`src/sv/pbz_pkg.sv`:
```
// Shared types, constants and helpers for the piecewise Bezier curve evaluator.
// No dependencies; every other file imports this package.
package pbz_pkg;

  localparam int MAX_NODES    = 16;
  localparam int NEWTON_STEPS = 8;
  localparam int BISECT_STEPS = 17;
  localparam int FRAC_BITS    = 16;

  localparam int QW     = FRAC_BITS + 1;           // Q1.16 value up to and including 1.0
  localparam int IW     = 4;                       // node index width
  localparam int CNT_W  = 5;                       // node_count register width
  localparam int KW     = $clog2(NEWTON_STEPS + 1);
  localparam int JW     = $clog2(BISECT_STEPS + 1);
  localparam int DVD_W  = 2 * FRAC_BITS + 1;       // dividend: 1.0 shifted up by FRAC_BITS
  localparam int DVS_W  = 24;                      // divisor: span width or derivative magnitude
  localparam int ACC_W  = 40;
  localparam int PROD_W = 39;

  typedef logic [QW-1:0] q_t;

  localparam q_t ONE    = QW'(1 << FRAC_BITS);
  localparam q_t HALF_T = QW'(1 << (FRAC_BITS - 1));
  localparam q_t R1     = QW'(((1 << FRAC_BITS) + 1) / 3);
  localparam q_t R2     = QW'((2 * (1 << FRAC_BITS) + 1) / 3);

  localparam logic OP_WRITE = 1'b0;
  localparam logic OP_EVAL  = 1'b1;

  localparam logic REG_NODE_COUNT = 1'b0;

  typedef enum logic [1:0] {
    ST_EVAL      = 2'd0,
    ST_WRITTEN   = 2'd1,
    ST_BAD_INDEX = 2'd2
  } status_t;

  typedef enum logic [1:0] {
    KIND_WRITE = 2'd0,
    KIND_BAD   = 2'd1,
    KIND_EVAL  = 2'd2
  } kind_t;

  typedef struct packed {
    q_t ax;
    q_t ay;
    q_t ix;
    q_t iy;
    q_t ox;
    q_t oy;
  } node_t;

  typedef struct packed {
    kind_t          kind;
    logic [IW-1:0]  idx;
    node_t          node;
    q_t             qx;
  } item_t;

  function automatic q_t sat1(input logic [QW-1:0] v);
    return (v > ONE) ? ONE : v;
  endfunction

  // Table contents after reset: the linear two-node curve.
  function automatic node_t reset_node(input logic [IW-1:0] i);
    node_t n;
    n = '0;
    if (i == IW'(0)) begin
      n.ox = R1;
      n.oy = R1;
    end else if (i == IW'(1)) begin
      n.ax = ONE;
      n.ay = ONE;
      n.ix = R2;
      n.iy = R2;
      n.ox = ONE;
      n.oy = ONE;
    end
    return n;
  endfunction

endpackage

```
`src/sv/pbz_front.sv`:
```
// Front end: accepts requests, saturates and classifies them, and queues them
// for the back end in a two-entry queue. Depends on pbz_pkg.
module pbz_front (
  input  logic                   clk,
  input  logic                   rst,
  input  logic                   in_valid,
  output logic                   in_ready,
  input  logic                   opcode,
  input  logic [3:0]             node_index,
  input  logic [16:0]            anchor_x,
  input  logic [16:0]            anchor_y,
  input  logic [16:0]            in_handle_x,
  input  logic [16:0]            in_handle_y,
  input  logic [16:0]            out_handle_x,
  input  logic [16:0]            out_handle_y,
  input  logic [16:0]            query_x,
  input  logic [4:0]             n_eff,
  output pbz_pkg::item_t         head,
  output logic                   head_valid,
  input  logic                   pop
);
  import pbz_pkg::*;

  item_t      fifo [2];
  logic       wr_ptr;
  logic       rd_ptr;
  logic [1:0] count;
  item_t      item;
  logic       push;

  always_comb begin
    item      = '0;
    item.idx  = node_index;
    item.qx   = sat1(query_x);
    item.node.ax = sat1(anchor_x);
    item.node.ay = sat1(anchor_y);
    item.node.ix = sat1(in_handle_x);
    item.node.iy = sat1(in_handle_y);
    item.node.ox = sat1(out_handle_x);
    item.node.oy = sat1(out_handle_y);
    if (opcode == OP_EVAL) begin
      item.kind = KIND_EVAL;
    end else if ({1'b0, node_index} >= n_eff) begin
      item.kind = KIND_BAD;
    end else begin
      item.kind = KIND_WRITE;
    end
  end

  assign in_ready   = (count != 2'd2);
  assign push       = in_valid && in_ready;
  assign head_valid = (count != 2'd0);
  assign head       = fifo[rd_ptr];

  always_ff @(posedge clk) begin
    if (push) begin
      fifo[wr_ptr] <= item;
    end
  end

  always_ff @(posedge clk) begin
    if (rst) begin
      wr_ptr <= 1'b0;
      rd_ptr <= 1'b0;
      count  <= 2'd0;
    end else begin
      if (push) begin
        wr_ptr <= ~wr_ptr;
      end
      if (pop) begin
        rd_ptr <= ~rd_ptr;
      end
      count <= count + 2'(push) - 2'(pop);
    end
  end

endmodule

```
`config.mk`:
```
export PLATFORM = sky130hd
export DESIGN_NAME = pbz_front
export DESIGN_NICKNAME = d
export VERILOG_FILES = /design/src/sv/pbz_pkg.sv /design/src/sv/pbz_front.sv
export SDC_FILE = /design/constraint.sdc
export NUM_CORES = 1
export LEC_CHECK = 0
export ABC_AREA = 1
export BUFFER_PORTS_ARGS = -buffer_cell sky130_fd_sc_hd__clkbuf_2
export CAP_MARGIN = 20
export CORE_UTILIZATION = 55
export CTS_BUF_LIST = sky130_fd_sc_hd__clkbuf_8
export CTS_CLUSTER_SIZE = 16
export DETAILED_ROUTE_END_ITERATION = 10
export PLACE_DENSITY = 0.89
export SYNTH_ARGS = -nofsm -noshare
export SYNTH_HDL_FRONTEND = slang
export SYNTH_SLANG_ARGS = --single-unit
```
`constraint.sdc`:
```
create_clock -name clk -period 6.95 [get_ports clk]
set_input_delay 0 -clock clk [delete_from_list [all_inputs] [get_ports clk]]
set_output_delay 0 -clock clk [all_outputs]
set_load 0.05 [all_outputs]
```
# Yosys cells after proc, flatten, opt, wreduce, memory -nomap -nowiden
# Memory sizes are Yosys's and may differ from the RTL's. A register that Yosys moved wholly into a read port is not among the register bits.
# Index checks and enable logic that the tools add are counted.
[totals]
register_bits = 4
mem_bits_rw = 250
inputBits = 133
out_inout_bits = 127
wordCells = 32
n_memories = 1
[classes]
addsub = 2
magnitude_cmp = 8
n_eq_ne = 1
mux = 13
bitwise_logic = 2
n_reduce_logical = 2
[mem_list]
columns = ["name", "depth", "width", "rd", "rd_ports_with_merged_regs", "write_ports", "line_no", "rtl"]
rows = [
  ["fifo", 2, 125, 1, 1, 1, "pbz_front.sv:24", "item_t fifo [2];"],
]
[op_table]
columns = ["op", "n"]
rows = [
  ["greater-than comparator 17 bit, second input constant", 7],
  ["two-way mux 17 bit", 7],
  ["greater-or-equal comparator 4 x 5 -> 1 bit", 1],
  ["two-way mux 1 bit", 5],
  ["adder 2 x 1 -> 2 bit", 1],
  ["two-way mux 2 bit", 1],
  ["inequality test 2 bit, second input constant", 1],
  ["NOT 1 bit", 2],
  ["nonzero test 2 bit", 1],
  ["subtractor 2 x 1 -> 2 bit", 1],
  ["logical AND 1 bit", 1],
]

# Logic depth before layout (Yosys ltp)
# Gate-level depths: netlist of run 1.
[logic_depth]
ltp_word = 4
ltp_mapped = 9
mapped_depth_nobuf = 9

# Worst setup path after synthesis of run 1
# No wires, ideal clock.
[synth_timing]
path_type = "flip-flop to flip-flop"
from = "register count[0]"
to = "memory fifo[1][0] (netlist name) (enable)"
setup_ns = 0.613
arrival_time_ns = 6.151
required_time_ns = 6.337
path_slack_ns = 0.186
path_stages_with_launch = 5
n_path_buf = 0
period_less_slack_ns = 6.764
path_cell_list = "dfxtp_1 > inv_1 > nand2_1 > nand2_1 > nor2_1"
[synth_via]
elab_chain_len = 4
[synth_rtl]
columns = ["item", "line_no", "rtl"]
rows = [
  ["start, declared", "pbz_front.sv:27", "logic [1:0] count;"],
  ["start signal, assigned", "pbz_front.sv:73", "count <= count + 2'(push) - 2'(pop);"],
  ["inequality test 2 bit", "pbz_front.sv:50", "assign in_ready = (count != 2'd2);"],
  ["named net in_ready", "pbz_front.sv:7", "output logic in_ready,"],
  ["logical AND 1 bit", "pbz_front.sv:51", "assign push = in_valid && in_ready;"],
  ["two-way mux 1 bit", "pbz_front.sv:56", "if (push) begin"],
  ["two-way mux 1 bit (implied by the code)", "pbz_front.sv:57", "fifo[wr_ptr] <= item;"],
  ["end, declared", "pbz_front.sv:24", ""],
]
# The timed path passes the listed nets, and every way through them passes these cells.

==> impl_metrics.yaml, run 1 <==
power:
  leakage_nw: 6.20
  powerDensity_nw_per_um2: 276
  seqPwrFrac_pct: 48.2
  p_switching_mw: 1.29
  switching_share_pct: 32.2
  power.clock.fraction_pct: 26.7
  p_int_mw: 2.71
  design_power_total_mw: 4.00
  peakVddDrop_v: 0.000140
  p_comb_share_pct: 25.0
place:
  globalplace.congestion: 0.806
  port_buffers: 259
  worst_setup_timing_slack_at_the_placement_stage_ps: 4240
  detailed_place_hpwl_um: 14500
worst_hold_path:
  worst_hold_path.num_cells: 1
  hold_class: "in2reg"
grt:
  largest_net_degree_at_the_start_of_global_routing: 69
  grt_antenna_before_repair: 1
  gr-total-overflow: 0
  grtUsageTotal_pct: 25.1
  grt_first_pass_wirelength_um: 39500
  first_global_vias: 7975
sta:
  finalCritPeriodShare_pct: 40.2
  tightest_slew_ps: 900
  setup_total_negative_slack_ps: 0
  finalSetupViolCount: 0
  clock.fmax_mhz: 358
  hold_viol_final: 0
  min_hold_slack_ps: 70.6
  finalCriticalPeriod_ps: 2790
  relSlewSlack_pct: 40.0
  clock-skew-final_ps: 25.7
  slew_viol_final: 0
  post-route-worst-setup-slack_ps: 4160
  rsz0062_at_grt: "no"
critical_path:
  worst_ep_arrival_time_ps: 2790
  worstSetupEndpointType: "output pin"
  crit_path_start_kind: "register"
  worst-path-max-fanout: 58
  crit_type: "reg2out"
  cp_data_required_time_ps: 6950
  worst-r2r-cell-count: 6
drt:
  drt.antenna.violating_nets: 0
  wl_per_instance_um: 17.8
  route.detailed.drc: 0
  drtIter0Drc: 479
  drt-vias-per-instance: 5.24
  dr_total_vias: 7717
  drt_first_pass_iters: 5
  route.final.wire_length_um: 26300
synth:
  synth.net_count: 932
  mappedNetlistArea_sq_um: 11100
  synth-seq-cells: 255
  number_of_library_cell_types_mapped_by_synthesis: 18
  seq_area_frac_synth_pct: 68.3
  synth_warnings: 0
  synth.avg_cell_area_sq_um: 14.1
  synthesis.instances: 793
clock_tree:
  clock_tree.root_cell: "sky130_fd_sc_hd__clkbuf_8"
  clock_transition_time_at_the_flip_flop_clock_pins_of_the_worst_setup_and_hold_paths_ps: 60
  cts_tree: "done"
  h-tree-depth: 2
  clock-sinks: 255
  num_cts_buffers: 39
  clk-insertion-delay-late_ps: 530
  clk_path_buf_depth: 3
layout:
  layout_commonest_cell: "sky130_fd_sc_hd__clkbuf_2"
  final_layout_size_suffix_gt1_share_pct: 37.6
  commonest_cells_after_routing_fill_and_taps_aside: "sky130_fd_sc_hd__clkbuf_2 (259), sky130_fd_sc_hd__edfxtp_1 (250), sky130_fd_sc_hd__inv_1 (141), sky130_fd_sc_hd__dlygate4sd3_1 (128), sky130_fd_sc_hd__a21oi_1 (105)"
  syn2layout_area_growth_pct: 30.2
  nets: 1324
job:
  cap_violations: 0
floorplanning:
  placeableCoreArea_sq_um: 19700
  start_util_pct: 56.7
  num_rows: 51
  boundaryPins: 260
  die-width_um: 144
  die_y_um: 144
  total_die_area_sq_um: 20800
status:
  status: "finished, final reports clean"
## kinds of logic after synthesis
group	after synthesis	share of synthesized area, %
adders and majority gates	6	0.674
DFF	255	68.3
buffers and inverters	167	6.74
muxes	125	14.3
and+or+nand+nor	123	4.37
xor gates and xnor gates	2	0.157
AOI/OAI and AO/OA	115	5.50
## routing by layer
| layer | wire, um | up-vias | GRT usage [%] |
|---|---|---|---|
| met5 | 0 | - | 0 |
| met4 | 1130 | 0 | 13.0 |
| met3 | 1950 | 99 | 5.79 |
| met2 | 13700 | 395 | 43.8 |
| met1 | 9550 | 3686 | 28.8 |
| li1 | - | 3537 | - |
## registers in the layout, summed over array words and instances (netlist names), named ones only
| name | cells |
|---|---|
| count | 2 |
| wr_ptr | 1 |
| rd_ptr | 1 |
| fifo | 250 |
## repair_timing
action | 4_1_cts | 5_1_grt
hold endpoints to repair | 253 | 0
gates resized for setup | 0 | 0
hold buffers | 128 | 0
setup buffers | 0 | 0
## worst max-delay path, cell delays in order (launching register included)
cell                       delay (ps)
sky130_fd_sc_hd__dfxtp_4          890
sky130_fd_sc_hd__buf_4            370
sky130_fd_sc_hd__buf_16           350
sky130_fd_sc_hd__mux2_2           390
sky130_fd_sc_hd__clkbuf_2         240
## metrics by stage
stage / cells / utilization (%) / cell area [sq um]
2_1_floorplan: 793 / - / 11100
3_3_place_gp: 1280 / 63.8 / 12500
3_5_place_dp: 1280 / 63.8 / 12500
4_1_cts: 1471 / 73.7 / 14500
5_1_grt: 1473 / 73.8 / 14500
6_report: 1473 / 73.8 / 14500
## worst paths after layout
check	end	slack, ps	start
setup / recovery	head[99]	4160	register
setup reg to reg	fifo[1][22]	4180	count[0]
hold / removal	fifo[1][118]	70	anchor_x[16]
hold reg to reg	register	580	rd_ptr
## cells in the mapped netlist
master / count / area share, %
sky130_fd_sc_hd__nand2_1: 34 / 1.1
sky130_fd_sc_hd__buf_2: 15 / 0.67
sky130_fd_sc_hd__nor2_1: 78 / 2.6
sky130_fd_sc_hd__nand2_2: 7 / 0.39
sky130_fd_sc_hd__dfxtp_1: 5 / 0.90
sky130_fd_sc_hd__ha_1: 6 / 0.67
sky130_fd_sc_hd__a21oi_1: 105 / 4.7
sky130_fd_sc_hd__mux2_2: 75 / 7.6
sky130_fd_sc_hd__clkbuf_1: 13 / 0.44
sky130_fd_sc_hd__inv_1: 125 / 4.2
sky130_fd_sc_hd__a21oi_2: 10 / 0.79
sky130_fd_sc_hd__buf_6: 14 / 1.4
sky130_fd_sc_hd__nand4_1: 1 / 0.056
sky130_fd_sc_hd__nor3_1: 2 / 0.090
sky130_fd_sc_hd__mux2_4: 50 / 6.7
sky130_fd_sc_hd__edfxtp_1: 250 / 67
sky130_fd_sc_hd__xnor2_1: 2 / 0.16
sky130_fd_sc_hd__and2_1: 1 / 0.056
## area by class of cell
type	count	area, sq um
diodes	1	2.50
clock buffers	40	551
clock inverters	23	97.6
fillers	1169	5150
inverters	125	469
multi-input cells	371	2800
flip-flops and latches	255	7610
well taps	265	332
repair buffers	393	2640
## power by group through the flow
stage	Sequential (mW)	Clock (mW)	Combinational, mW
final	1.93	1.07	1.00
after global routing	1.94	1.16	1.05
after global placement	1.95	0	0.915
after detailed placement	1.96	0	0.931
after CTS	1.93	1.08	0.990
after floorplan	1.96	0	0.737
(Power assumes the default switching activity.)
==> inputs of run 2 (changes only) <==
--- a/config.mk
+++ b/config.mk
@@ -5,14 +5,14 @@
 export SDC_FILE = /design/constraint.sdc
 export NUM_CORES = 1
 export LEC_CHECK = 0
-export ABC_AREA = 1
+export ABC_AREA = 0
 export BUFFER_PORTS_ARGS = -buffer_cell sky130_fd_sc_hd__clkbuf_2
 export CAP_MARGIN = 20
 export CORE_UTILIZATION = 55
 export CTS_BUF_LIST = sky130_fd_sc_hd__clkbuf_8
 export CTS_CLUSTER_SIZE = 16
 export DETAILED_ROUTE_END_ITERATION = 10
-export PLACE_DENSITY = 0.89
+export PLACE_DENSITY = 0.9
 export SYNTH_ARGS = -nofsm -noshare
 export SYNTH_HDL_FRONTEND = slang
 export SYNTH_SLANG_ARGS = --single-unit
==> constraint.sdc (replaced) <==
create_clock -name clk -period 2.8 [get_ports clk]
set_input_delay 0 -clock clk [delete_from_list [all_inputs] [get_ports clk]]
set_output_delay 0 -clock clk [all_outputs]
set_load 0.05 [all_outputs]
==> run 2 against run 1 <==
Clock power rose to 2.6 times the previous value; critical path type unchanged; critical path depth fell by 1; design area fell by 2.5%; final cell count fell by 14%; non-clock buffer count rose by 1; die area fell by 5.0%; sequential power rose to 2.6 times the previous value; clock skew fell by 5.4 ps; sequential share of layout area rose by 1.4 points; count of clock-buffer cells in the layout rose by 2; first-iteration DRC count fell by 23%.
==> impl_metrics.yaml, run 2 <==
job:
  cap_violations: 0
clock_tree:
  cts_tree: "done"
  h-tree-depth: 2
  clk_path_buf_depth: 3
  clock-sinks: 255
  cts_setup_buffers: 0
  clock_tree.root_cell: "sky130_fd_sc_hd__clkbuf_8"
  num_cts_buffers: 40
  clk-insertion-delay-late_ps: 530
  clock_transition_time_at_the_flip_flop_clock_pins_of_the_worst_setup_and_hold_paths_ps: 60
critical_path:
  worst-path-max-fanout: 59
  crit_path_start_kind: "register"
  cp_data_required_time_ps: 2800
  timing.critical_path.slowest_stage_cell: "sky130_fd_sc_hd__buf_4"
  worst_ep_arrival_time_ps: 2220
  rr_startpoint: "count[0]"
  worst-r2r-cell-count: 3
  cp_cell_sequence: "buf_4 -> mux2_2 -> clkbuf_2"
  critical_path.max_stage_delay_ps: 580
  worstSetupEndpointType: "output pin"
  crit_type: "reg2out"
  worst-r2r-setup-slack_ps: 1080
  crit-reg2reg-capture: "fifo[1][42]"
synth:
  synth.net_count: 724
  synth_enable_flop_cells: 250
  synthMostInstantiatedCell: "sky130_fd_sc_hd__edfxtp_1"
  ys_dominant_reg_cell: "sky130_fd_sc_hd__edfxtp_1"
  seq_area_frac_synth_pct: 71.9
  yosysTopAreaCellShare_pct: 70.9
  synth-seq-cells: 255
  synth-async-reset-ratio_pct: 0
  mappedNetlistArea_sq_um: 10600
  synth.avg_cell_area_sq_um: 18.1
  most_instantiated_cells_after_synthesis: "sky130_fd_sc_hd__edfxtp_1 (250), sky130_fd_sc_hd__mux2_2 (125), sky130_fd_sc_hd__nor2b_1 (111), sky130_fd_sc_hd__nor4_2 (26), sky130_fd_sc_hd__inv_1 (12)"
  number_of_library_cell_types_mapped_by_synthesis: 24
  post-synth-top-area-cell: "sky130_fd_sc_hd__edfxtp_1"
  synthesis.instances: 585
  ranking_of_synthesized_cells_by_area: "sky130_fd_sc_hd__edfxtp_1 (71%), sky130_fd_sc_hd__mux2_2 (13%), sky130_fd_sc_hd__nor2b_1 (6.6%)"
  synth_warnings: 0
sta:
  finalSetupViolCount: 0
  tightest_slew_ps: 806
  finalCriticalPeriod_ps: 2220
  clock-skew-final_ps: 20.3
  clock.fmax_mhz: 450
  slew_viol_final: 0
  finalCritPeriodShare_pct: 79.4
  hold_viol_final: 0
  relSlewSlack_pct: 46.3
  rsz0062_at_grt: "no"
  setup_total_negative_slack_ps: 0
grt:
  first_global_vias: 7361
  grtUsageTotal_pct: 26.8
  gr-total-overflow: 0
  largest_net_degree_at_the_start_of_global_routing: 126
  grt_antenna_before_repair: 1
  grt_first_pass_wirelength_um: 39800
worst_hold_path:
  hold_class: "in2reg"
  hold_end: "fifo[1][123]"
  worst_hold_path.num_cells: 5
  hold_path.startpoint: "n_eff[3]"
power:
  peakVddDrop_v: 0.000646
  leakage_nw: 5.44
  powerDensity_nw_per_um2: 789
drt:
  wl_per_instance_um: 20.9
  route.final.wire_length_um: 26400
  dr_total_vias: 6787
  drtIter0Drc: 367
  drt.antenna.violating_nets: 0
  drt_first_pass_iters: 5
  drt-vias-per-instance: 5.39
  route.detailed.drc: 0
layout:
  top_regs: "fifo x250, count x2"
  layout_commonest_cell: "sky130_fd_sc_hd__clkbuf_2"
  largest_register: "fifo"
  commonest_cells_after_routing_fill_and_taps_aside: "sky130_fd_sc_hd__clkbuf_2 (259), sky130_fd_sc_hd__edfxtp_1 (250), sky130_fd_sc_hd__dlygate4sd3_1 (129), sky130_fd_sc_hd__mux2_2 (125), sky130_fd_sc_hd__nor2b_1 (111)"
  non_filler_cells_final: 1260
  final_layout_size_suffix_gt1_share_pct: 46.8
  nets: 1139
  flip_flop_count_of_the_largest_register_after_layout: 250
  syn2layout_area_growth_pct: 33.6
  fillers: 1059
place:
  detailed_place_hpwl_um: 13800
  place.detailed.instances: 1063
  port_buffers: 259
  globalplace.congestion: 0.778
floorplanning:
  boundaryPins: 260
  placeableCoreArea_sq_um: 18800
  die-width_um: 141
  die_y_um: 141
  total_die_area_sq_um: 19800
  start_util_pct: 56.4
  num_rows: 50
status:
  status: "finished, final reports clean"
==> run 2: cell types whose count changed in the layout (fill, tap and decap cells not counted), moves of 6 or more <==
| cell | change |
|---|---|
| sky130_fd_sc_hd__nor4_2 | +26 |
| sky130_fd_sc_hd__mux2_2 | +50 |
| sky130_fd_sc_hd__nor2_1 | -71 |
| sky130_fd_sc_hd__mux2_4 | -50 |
| sky130_fd_sc_hd__nand2_2 | -7 |
| sky130_fd_sc_hd__nand2_1 | -34 |
| sky130_fd_sc_hd__inv_1 | -113 |
| sky130_fd_sc_hd__a41oi_2 | +6 |
| sky130_fd_sc_hd__nor2b_1 | +111 |
| sky130_fd_sc_hd__a21oi_1 | -105 |
| sky130_fd_sc_hd__a21oi_2 | -10 |
==> run 2: kinds of logic after synthesis <==
| group | count (synthesis) | share of synthesized area (%) |
|---|---|---|
| AO/OA/AOI/OAI | 9 | 1.32 |
| adder cells (fa/ha/maj) | 6 | 0.709 |
| buffers and inverters | 33 | 1.69 |
| XOR/XNOR | 4 | 0.331 |
| multiplexers | 125 | 13.3 |
| AND/OR/NAND/NOR | 153 | 10.7 |
| flip-flops | 255 | 71.9 |
==> run 2: repair_timing <==
action / 4_1_cts / 5_1_grt
resized for setup: 0 / 0
hold buffers: 129 / 0
endpoints found under the hold margin: 255 / 0
==> run 2: routing by layer <==
layer	global-route usage (%)	wire, um	vias up	share of wire, %
li1	-	-	3071	-
met1	29.0	9520	3318	36
met2	49.5	14200	324	54
met3	6.66	1690	74	6.4
met4	12.0	937	0	3.6
met5	0	0	-	0
==> run 2: worst max path at each step <==
stage / end / slack (ps) / cells past startpoint
6_report: head[73] / 580 / 3
5_1_grt: head[97] / 450 / 3
4_1_cts: head[97] / 550 / 3
3_5_place_dp: head[97] / 1130 / 3
3_3_place_gp: head[97] / 1130 / 3
2_1_floorplan: fifo[0][0] / -110 / 3
==> run 2: worst max-delay path: cells and delay by family (launching register included) <==
family | cells | cell delay [ps]
mux | 1 | 440
flops | 1 | 350
buf+inv | 2 | 830
==> run 2: power breakdown <==
part | internal, mW | switching, mW
combinational | 0.912 | 2.39
sequential | 4.93 | 0.172
clock | 1.38 | 1.38
total | 7.22 | 3.93
==> run 2: area by class of cell <==
cell class	instances	area, sq um	share of cell area [%]
diodes	1	2.50	0.0177
clock buffers	42	578	4.09
clock inverters	25	104	0.734
inverters	12	45.0	0.319
multi-input cells	297	2820	20.0
flip-flops and latches	255	7610	53.8
well taps	234	293	2.07
repair buffers	394	2680	19.0
==> run 2: through the flow <==
stage | utilization, % | power, mW | hold slack, ps | cell area [sq um] | setup slack, ps
6_report | 75.3 | 11.2 | 209 | 14100 | 577
2_1_floorplan | - | 7.47 | 64.2 | 10600 | -113
5_1_grt | 75.3 | 11.6 | 202 | 14100 | 454
3_3_place_gp | 64.8 | 8.18 | 209 | 12200 | 1130
3_5_place_dp | 64.8 | 8.25 | 208 | 12200 | 1130
4_1_cts | 75.3 | 11.1 | 72.0 | 14100 | 551
